File: config.mk
export PLATFORM = sky130hd
export DESIGN_NAME = lero_pos
export DESIGN_NICKNAME = d
export VERILOG_FILES = /design/src/lero_pkg.sv /design/src/lero_pos.sv
export VERILOG_INCLUDE_DIRS = /design/src /design/src/src
export SDC_FILE = /design/constraint.sdc
export NUM_CORES = 1
export LEC_CHECK = 0
export ABC_AREA = 1
export BUFFER_PORTS_ARGS = -buffer_cell sky130_fd_sc_hd__clkbuf_2
export CORE_UTILIZATION = 39
export CTS_CLUSTER_DIAMETER = 30
export DETAILED_ROUTE_END_ITERATION = 8
export GPL_ROUTABILITY_DRIVEN = 0
export PLACE_DENSITY = 0.53
export SYNTH_ARGS = -nofsm -noshare
export SYNTH_HDL_FRONTEND = slang
export SYNTH_SLANG_ARGS = --single-unit
File: constraint.sdc
create_clock -name clk -period 6.05 [get_ports clk]
set_clock_uncertainty 0.15 [all_clocks]
set_input_delay 0.3025 -clock clk [delete_from_list [all_inputs] [get_ports clk]]
set_output_delay 0.3025 -clock clk [all_outputs]
set_load 0.005 [all_outputs]
File: src/assert_macros.svh
// Assertion helpers shared by the erosion RTL.
// Each expects signals named clk and rst in the including module.
`ifndef ASSERT_MACROS_SVH
`define ASSERT_MACROS_SVH

`define ASSERT_ALWAYS(lbl, expr, msg) \
  lbl: assert property (@(posedge clk) disable iff (rst) (expr)) else $error(msg);

`define ASSERT_IMPLIES(lbl, ante, cons, msg) \
  lbl: assert property (@(posedge clk) disable iff (rst) (ante) |-> (cons)) else $error(msg);

`define ASSERT_NEXT(lbl, ante, cons, msg) \
  lbl: assert property (@(posedge clk) disable iff (rst) (ante) |=> (cons)) else $error(msg);

`endif

File: src/lero_pkg.sv
// Shared types and constants of the 3x3 label erosion block.
// No dependencies; used by every module of the block except lero_ram.
`timescale 1ns / 1ps

package lero_pkg;

  localparam int PIX_W     = 8;
  localparam int TAP_W     = PIX_W + 1;
  localparam int CFG_DIM_W = 11;
  localparam int CFG_IDX_W = 2;

  localparam logic [TAP_W-1:0] FLUSH_MARK = 9'h100;
  localparam logic [PIX_W-1:0] LABEL_RST  = 8'd255;
  localparam int               WIDTH_RST  = 640;
  localparam int               HEIGHT_RST = 480;

  typedef logic [TAP_W-1:0] tap_t;

  typedef enum logic [CFG_IDX_W-1:0] {
    CFG_LABEL  = 2'd0,
    CFG_WIDTH  = 2'd1,
    CFG_HEIGHT = 2'd2
  } cfg_idx_t;

  // travels with each pixel down the cell chain
  typedef struct packed {
    logic emit;   // this item releases a result
    logic last;   // result is the frame's last pixel
    logic match;  // window rows so far all equal the label (and not border)
  } lero_tok_t;

endpackage

File: src/lero_pos.sv
// Configuration registers and frame position counters of the erosion block.
// Depends on lero_pkg; tags each accepted pixel with column, emit, last, border mask.
`timescale 1ns / 1ps
`include "assert_macros.svh"

module lero_pos import lero_pkg::*; #(
  parameter int  MAX_WIDTH  = 1024,
  parameter int  MAX_HEIGHT = 1024,
  localparam int CW         = $clog2(MAX_WIDTH)
) (
  input  logic                 clk,
  input  logic                 rst,
  input  logic                 cfg_valid,
  input  logic [CFG_IDX_W-1:0] cfg_index,
  input  logic [CFG_DIM_W-1:0] cfg_data,
  input  logic                 take,
  output logic [PIX_W-1:0]     label,
  output logic [CW-1:0]        col,
  output lero_tok_t            tok
);

  localparam int WW    = $clog2(MAX_WIDTH + 1);
  localparam int RW    = $clog2(MAX_HEIGHT);
  localparam int HW    = $clog2(MAX_HEIGHT + 1);
  localparam int W_RST = (WIDTH_RST > MAX_WIDTH) ? MAX_WIDTH : WIDTH_RST;
  localparam int H_RST = (HEIGHT_RST > MAX_HEIGHT) ? MAX_HEIGHT : HEIGHT_RST;

  logic [WW-1:0] w_reg;
  logic [HW-1:0] h_reg;
  logic [CW-1:0] in_col;
  logic [1:0]    in_rows;
  logic [CW-1:0] out_col;
  logic [RW-1:0] out_row;
  cfg_idx_t      idx;
  logic          restart;
  logic          col_end;
  logic          ocol_end;
  logic          orow_end;
  logic          emit;
  logic          last;

  function automatic logic [WW-1:0] clamp_w(input logic [CFG_DIM_W-1:0] v);
    if (v == '0) begin
      return WW'(1);
    end else if (int'(v) > MAX_WIDTH) begin
      return WW'(MAX_WIDTH);
    end
    return WW'(v);
  endfunction

  function automatic logic [HW-1:0] clamp_h(input logic [CFG_DIM_W-1:0] v);
    if (v == '0) begin
      return HW'(1);
    end else if (int'(v) > MAX_HEIGHT) begin
      return HW'(MAX_HEIGHT);
    end
    return HW'(v);
  endfunction

  assign idx     = cfg_idx_t'(cfg_index);
  assign restart = cfg_valid && ((idx == CFG_WIDTH) || (idx == CFG_HEIGHT));

  always_ff @(posedge clk) begin
    if (rst) begin
      label <= LABEL_RST;
      w_reg <= WW'(W_RST);
      h_reg <= HW'(H_RST);
    end else if (cfg_valid) begin
      unique case (idx)
        CFG_LABEL:  label <= cfg_data[PIX_W-1:0];
        CFG_WIDTH:  w_reg <= clamp_w(cfg_data);
        CFG_HEIGHT: h_reg <= clamp_h(cfg_data);
        default: ;
      endcase
    end
  end

  assign col_end  = (WW'(in_col) == w_reg - WW'(1));
  assign ocol_end = (WW'(out_col) == w_reg - WW'(1));
  assign orow_end = (HW'(out_row) == h_reg - HW'(1));
  // first row and one pixel of a frame only fill the window
  assign emit     = !((in_rows == 2'd0) || ((in_rows == 2'd1) && (in_col == '0)));
  assign last     = orow_end && ocol_end;

  assign col       = in_col;
  assign tok.emit  = emit;
  assign tok.last  = last;
  assign tok.match = (out_row != '0) && !orow_end && (out_col != '0) && !ocol_end;

  always_ff @(posedge clk) begin
    if (rst || restart) begin
      in_col  <= '0;
      in_rows <= 2'd0;
      out_col <= '0;
      out_row <= '0;
    end else if (take) begin
      if (emit && last) begin
        in_col  <= '0;
        in_rows <= 2'd0;
        out_col <= '0;
        out_row <= '0;
      end else begin
        if (col_end) begin
          in_col <= '0;
          if (in_rows != 2'd2) begin
            in_rows <= in_rows + 2'd1;
          end
        end else begin
          in_col <= in_col + CW'(1);
        end
        if (emit) begin
          if (ocol_end) begin
            out_col <= '0;
            out_row <= out_row + RW'(1);
          end else begin
            out_col <= out_col + CW'(1);
          end
        end
      end
    end
  end

  `ASSERT_ALWAYS(a_in_col_range, WW'(in_col) < w_reg, "input column beyond frame width")
  `ASSERT_ALWAYS(a_out_row_range, HW'(out_row) < h_reg, "output row beyond frame height")

endmodule

==> results.txt, run 1 <==
Max-slew violations - 0
Fin crit share - 49.2%
CP endpoint kind - primary output
Post-CTS Setup Bufs - 0
Crit path largest cell delay - 0.47 ns
Seq cells post-synth - 62
Worst EP required - 5.60 ns
Clock slew at reported path FFs - 0.07 ns
Clk sinks - 62
Syn. warnings - 0
Worst VDD drop - 0.000121 V
Root Buffer - clkbuf_8
Vias/cell - 4.95
# DRC - 0
Setup crit start - w_reg[0]$_SDFFE_PP0P_
Startpoint types - register
Post-CTS Hold Fix Bufs - 0
CP Max Fanout - 7
EDFF count, synth - 0
Final ANT Viol Nets - 0
PD cells - 216 nW/um^2
CP most frequent cell - nand2_1
Initial Util - 40.1%
CTS Buf Count - 9
Die width - 105 um
First-pass GRT wire length - 18.5 mm
DR pass1 iterations - 5
Hold Path Class - in -> reg
Worst Path Buf+Inv - 3
Clock group share of total power - 42.3%
Min-delay src - cfg_data[1]
Via count - 4,113
Synthesized area - 4120 sq um
Nets - 722
Gr usage total - 21.3%
P&R area growth vs syn - 13.1%
Final setup TNS - 0 ns
Worst setup path class - reg -> out
Min Clock Period, post-route - 2.98 ns
Post-cts sizing count - 0
Die H - 105 um
Total Wirelength - 11.0 mm
Routed wire length per instance - 13.3 um
Count leader, synth - nand2_1
Die ar. - 11,000 sq um
Post-synth top cells - 173 x nand2_1, 82 x inv_1, 72 x nand3_1, 72 x nor2_1, 62 x dfxtp_1
Max Freq - 0.336 GHz
Top FF cell, synth - dfxtp_1
CTS tree - yes
Mapped Nets - 683
Reg power frac - 42.8%
N_diodes - 0
Max clock buf depth - 2
Avg Cell Area, Syn - 6.32 sq um
Worst slew margin - 56.1%
Synth area leader - dfxtp_1
Largest net degree at the start of global routing - 25
Row count - 37
Top cells by area, synth - dfxtp_1 30%, nand2_1 16%, nand3_1 8.7%
Logic pwr share - 14.9%
Mapped Cells - 652
Gr ovfl total - 0
Iter 0 DRT Violations - 279
Final setup violating endpoints - 0
H-tree Lvls - 3
Least-Margin Pin Slew - 0.658 ns
Yosys top cell area share - 30.1%
Total net switching power - 0.284 mW
Hold WS - 0.0510 ns
Sequential share of the synthesized area - 30.1%
Post-DP HPWL - 8.69 mm
Initial antenna violation count - 0
Number of global-route vias before repair - 3,816
Proportion of layout cells with a drive suffix above 1 - 12.4%
Port Buffers - 37
CORE AREA - 10,300 sq um
R2R Path Start - w_reg[0]$_SDFFE_PP0P_
Async SR Flop Fraction - 0%
MaxCap Viol Count - 0
Sw Share - 28.2%
Leakage - 2.15 nW
CP arrival - 2.52 ns
Ports - 38
Latest clock arrival within the worst-skew pair - 0.35 ns
Status - complete, no violations
Final hold vios - 0
RSZ-0062 raised after global routing - no
Worst path top cell family by delay - simple AND/OR/NAND/NOR gates
Cell internal pwr - 0.722 mW
CP max-delay cell - dfxtp_1
Unique masters post-synth - 35
Critical-path cell list - inv_2 -> ha_1 -> inv_1 -> nand2_1 -> nand2_1 -> nor2_1 -> nand3_1 -> nor2_2 -> nand4_1 -> nor4_1 -> clkbuf_2
[per-layer routing]
metal / vias up / global-route usage (%) / wire, um
li1: 2180 / - / -
met1: 1836 / 29.9 / 5650
met2: 82 / 32.6 / 4730
met3: 15 / 3.74 / 453
met4: 0 / 7.55 / 180
met5: - / 0 / 0
[path summary, 6_finish.rpt]
kind / end / cells after the start / slack [ns]
worst max-delay path: tok[1] / 11 / 3.07
worst min-delay path: label[1]$_SDFFE_PP1P_ / 3 / 0.05
worst max register to register: col[0]$_SDFFE_PP0P_ / 17 / 3.31
worst min register to register: label[7]$_SDFFE_PP1P_ / 2 / 0.33
[placed cells by master (no fill, tap or decap), types with 2 or more instances in the layout]
| cell | instances |
|---|---|
| nand3_1 | 72 |
| nor3_1 | 8 |
| nor2_1 | 72 |
| bufinv_16 | 2 |
| o211ai_1 | 4 |
| nor4_1 | 9 |
| a21oi_1 | 35 |
| nor3b_1 | 2 |
| ha_1 | 14 |
| nand3b_1 | 4 |
| nand2_1 | 173 |
| dfxtp_1 | 62 |
| nor2_4 | 6 |
| o21ai_1 | 3 |
| nand2_2 | 5 |
| inv_2 | 8 |
| a211oi_1 | 2 |
| o21ai_0 | 22 |
| nand3_2 | 3 |
| xor2_1 | 17 |
| xnor2_1 | 5 |
| clkbuf_2 | 37 |
| clkbuf_8 | 11 |
| nor2_2 | 6 |
| inv_1 | 82 |
| nand2_4 | 3 |
| nand4_1 | 17 |
[power groups by stage]
stage	registers (mW)	clock network, mW	logic, mW
finish	0.430	0.426	0.150
global route	0.432	0.455	0.172
CTS	0.430	0.434	0.150
detailed placement	0.440	0	0.149
global placement	0.439	0	0.149
floorplan	0.437	0	0.110
[per-stage QoR]
stage	cell area [sq um]	setup slack, ns	utilization (%)	cells	power (mW)
6_report	4660	3.07	45.3	831	1.01
5_1_grt	4660	2.87	45.3	831	1.06
4_1_cts	4660	3.02	45.3	831	1.01
3_5_place_dp	4440	3.33	43.2	816	0.588
3_3_place_gp	4440	3.34	43.2	816	0.588
2_1_floorplan	4120	3.82	-	652	0.547
[tightest hold or removal path: stages]
cell      delay [ns]
clkbuf_2        0.11
nand2_1         0.05
nand3_1         0.05
[final cells by class]
cell class,count,area [sq um]
Tap cell,136,170
Multi-Input combinational cell,488,2480
Sequential cell,62,1240
Clock inverter,3,67.6
Clock buffer,12,155
Inverter,92,348
Fill cell,1123,5620
Timing Repair Buffer,38,193
[logic make-up (layout without fill, tap and decap cells)]
logic type | Yosys count | in the layout | share of synthesized area, %
xor+xnor | 22 | 22 | 4.68
flops | 62 | 62 | 30.1
compound gates | 69 | 69 | 8.96
fa+ha+maj | 14 | 14 | 4.25
buf+inv | 102 | 145 | 9.57
simple gates | 383 | 383 | 42.4
(Power assumes the default switching activity.)
==> run 2, diff against run 1 <==
Settings changed: ABC_AREA 1 to 0, PLACE_DENSITY 0.53 to 0.55.
Clock period 6.05 ns to 2.4 ns, I/O delays scaled along.
==> results.txt, run 2 <==
EDFF count, synth - 0
CTS tree - yes
Startpoint types - register
Count leader, synth - dfxtp_1
Unique masters post-synth - 62
Seq. cell area - 1240 sq um
Hold WS - 0.0191 ns
Hold Path Class - in -> reg
Die H - 104 um
Clk sinks - 62
Die ar. - 10,800 sq um
Final ANT Viol Nets - 0
Synth area leader - dfxtp_1
H-tree Lvls - 3
Worst VDD drop - 0.000269 V
Crit path largest cell delay - 0.43 ns
CP Max Fanout - 15
Max Freq - 0.329 GHz
Number of global-route vias before repair - 3,981
Total Wirelength - 11.9 mm
N_diodes - 0
CP endpoint kind - register
Top FF cell, synth - dfxtp_1
Seq cells post-synth - 62
Worst slew margin - 58.2%
Root Buffer - clkbuf_8
Placed cell count - 740
CP max-delay cell - or4_1
DR pass1 iterations - 5
Final instance area - 5620 sq um
Max-slew violations - 0
Routed wire length per instance - 15.5 um
Top cells by area, synth - dfxtp_1 31%, xnor2_1 5.6%, a21oi_1 4.3%
Proportion of layout cells with a drive suffix above 1 - 31.1%
Fin cells - 772
Worst EP required - 2.51 ns
Vias/cell - 5.37
Final hold vios - 0
Die width - 104 um
Critical-path cell list - inv_2 -> ha_4 -> or3b_4 -> or3_1 -> a32o_1 -> o21a_1 -> or3_4 -> buf_12 -> or4_1 -> a21oi_2
Synthesized area - 4060 sq um
Most frequent cells in the layout - 97 x buf_4, 59 x dfxtp_1, 39 x nor2_1, 36 x nand2_1, 36 x clkbuf_2
# DRC - 0
Row count - 36
Dpl ws - -0.588 ns
Syn. warnings - 0
Gr usage total - 22.1%
Fin util - 56.5%
Largest net degree at the start of global routing - 22
P&R area growth vs syn - 38.3%
Port Buffers - 37
Min Clock Period, post-route - 3.04 ns
Placed cell areas - 5050 sq um
Fin crit share - 127%
PD cells - 438 nW/um^2
Avg Cell Area, Syn - 8.03 sq um
Nets - 665
First-pass GRT wire length - 19.5 mm
Final setup TNS - -18.96 ns
Area of the multi-input gates - 2780 sq um
Post-synth top cells - 62 x dfxtp_1, 39 x nor2_1, 36 x nand2_1, 35 x a21oi_1
Via count - 4,142
Worst path top cell family by delay - simple AND/OR/NAND/NOR gates
Status - finished with violations
Async SR Flop Fraction - 0%
Yosys top cell area share - 30.5%
Post-DP HPWL - 8.84 mm
Leakage - 2.28 nW
Max clock buf depth - 2
Sequential share of the synthesized area - 30.5%
Failing checks - setup timing
Final setup violating endpoints - 34
MaxCap Viol Count - 0
Ports - 38
Initial antenna violation count - 0
CORE AREA - 9950 sq um
Worst Path Buf+Inv - 2
Most common cell after layout, fill and taps aside - buf_4
Clock slew at reported path FFs - 0.07 ns
CTS Buf Count - 9
Gr ovfl total - 0
Iter 0 DRT Violations - 169
Least-Margin Pin Slew - 0.627 ns
Mapped Cells - 506
Latest clock arrival within the worst-skew pair - 0.34 ns
Mapped Nets - 537
Total power - 2.46 mW
Final WS setup - -0.643 ns
Worst setup path class - reg -> reg
RSZ-0062 raised after global routing - yes
CP arrival - 3.16 ns
Initial Util - 40.8%
Filler cell count - 909
run 2: cell types whose count changed after synthesis, sizes merged, moves of 16 or more:
cell | previous run | this run
nor2 | 84 | 39
and3 | 0 | 19
nand3 | 75 | 20
xnor2 | 5 | 26
clkbuf | 7 | 26
inv | 91 | 20
o21ai | 26 | 10
nand2 | 181 | 36
a211o | 0 | 16
run 2: worst paths after layout:
kind	cells past startpoint	slack [ns]	startpoint	end
setup / recovery	10	-0.64	w_reg[1]$_SDFFE_PP0P_	out_row[5]$_SDFFE_PP0P_
hold reg to reg	1	0.31	label[3]$_SDFFE_PP1P_	label[3]$_SDFFE_PP1P_
hold / removal	3	0.02	cfg_data[2]	label[2]$_SDFFE_PP1P_
setup reg to reg	10	-0.64	w_reg[1]$_SDFFE_PP0P_	out_row[5]$_SDFFE_PP0P_
run 2: layer usage:
layer | track usage (%) | wire (um) | vias to the layer above
met5 | 0 | 0 | -
met2 | 37.9 | 5820 | 64
met1 | 29.1 | 5640 | 1975
li1 | - | - | 2093
met4 | 4.29 | 114 | 0
met3 | 3.95 | 347 | 10
run 2: cells by family (layout without fill, tap and decap cells):
kind of cell	Yosys count	in the layout	share of synthesized area, %
AOI/OAI and AO/OA	111	111	19.1
xor gates and xnor gates	46	46	9.91
adders and majority gates	14	14	4.31
buffers and inverters	55	188	5.94
DFF	62	62	30.5
muxes	2	2	0.493
and+or+nand+nor	216	216	29.7
run 2: where the power goes:
group	internal [mW]	switching [mW]	total, mW
Clock	0.615	0.423	1.04
Sequential	1.05	0.0161	1.06
Combinational	0.178	0.183	0.361
run 2: worst reg2reg max path, delay by kind of cell, from the launching register on:
family | cells | cell delay, ns
AND/OR/NAND/NOR | 4 | 1.53
AO/OA/AOI/OAI | 3 | 0.62
flip-flops | 1 | 0.33
buffers and inverters | 2 | 0.22
adder cells (fa/ha/maj) | 1 | 0.13
run 2: final cells by class:
type,instances,area share [%]
Multi-Input combinational cell,389,49.5
Timing Repair Buffer,152,20.1
Clock inverter,3,1.20
Inverter,20,1.38
Tap cell,133,2.96
Sequential cell,62,22.2
Clock buffer,13,2.65
run 2: timing repair:
item,in CTS,in global routing
setup buffers,1,7
pin swaps,0,15
endpoints found under the hold margin,9,0
setup endpoints to repair,34,34
hold buffers,8,0
resized for setup,13,39
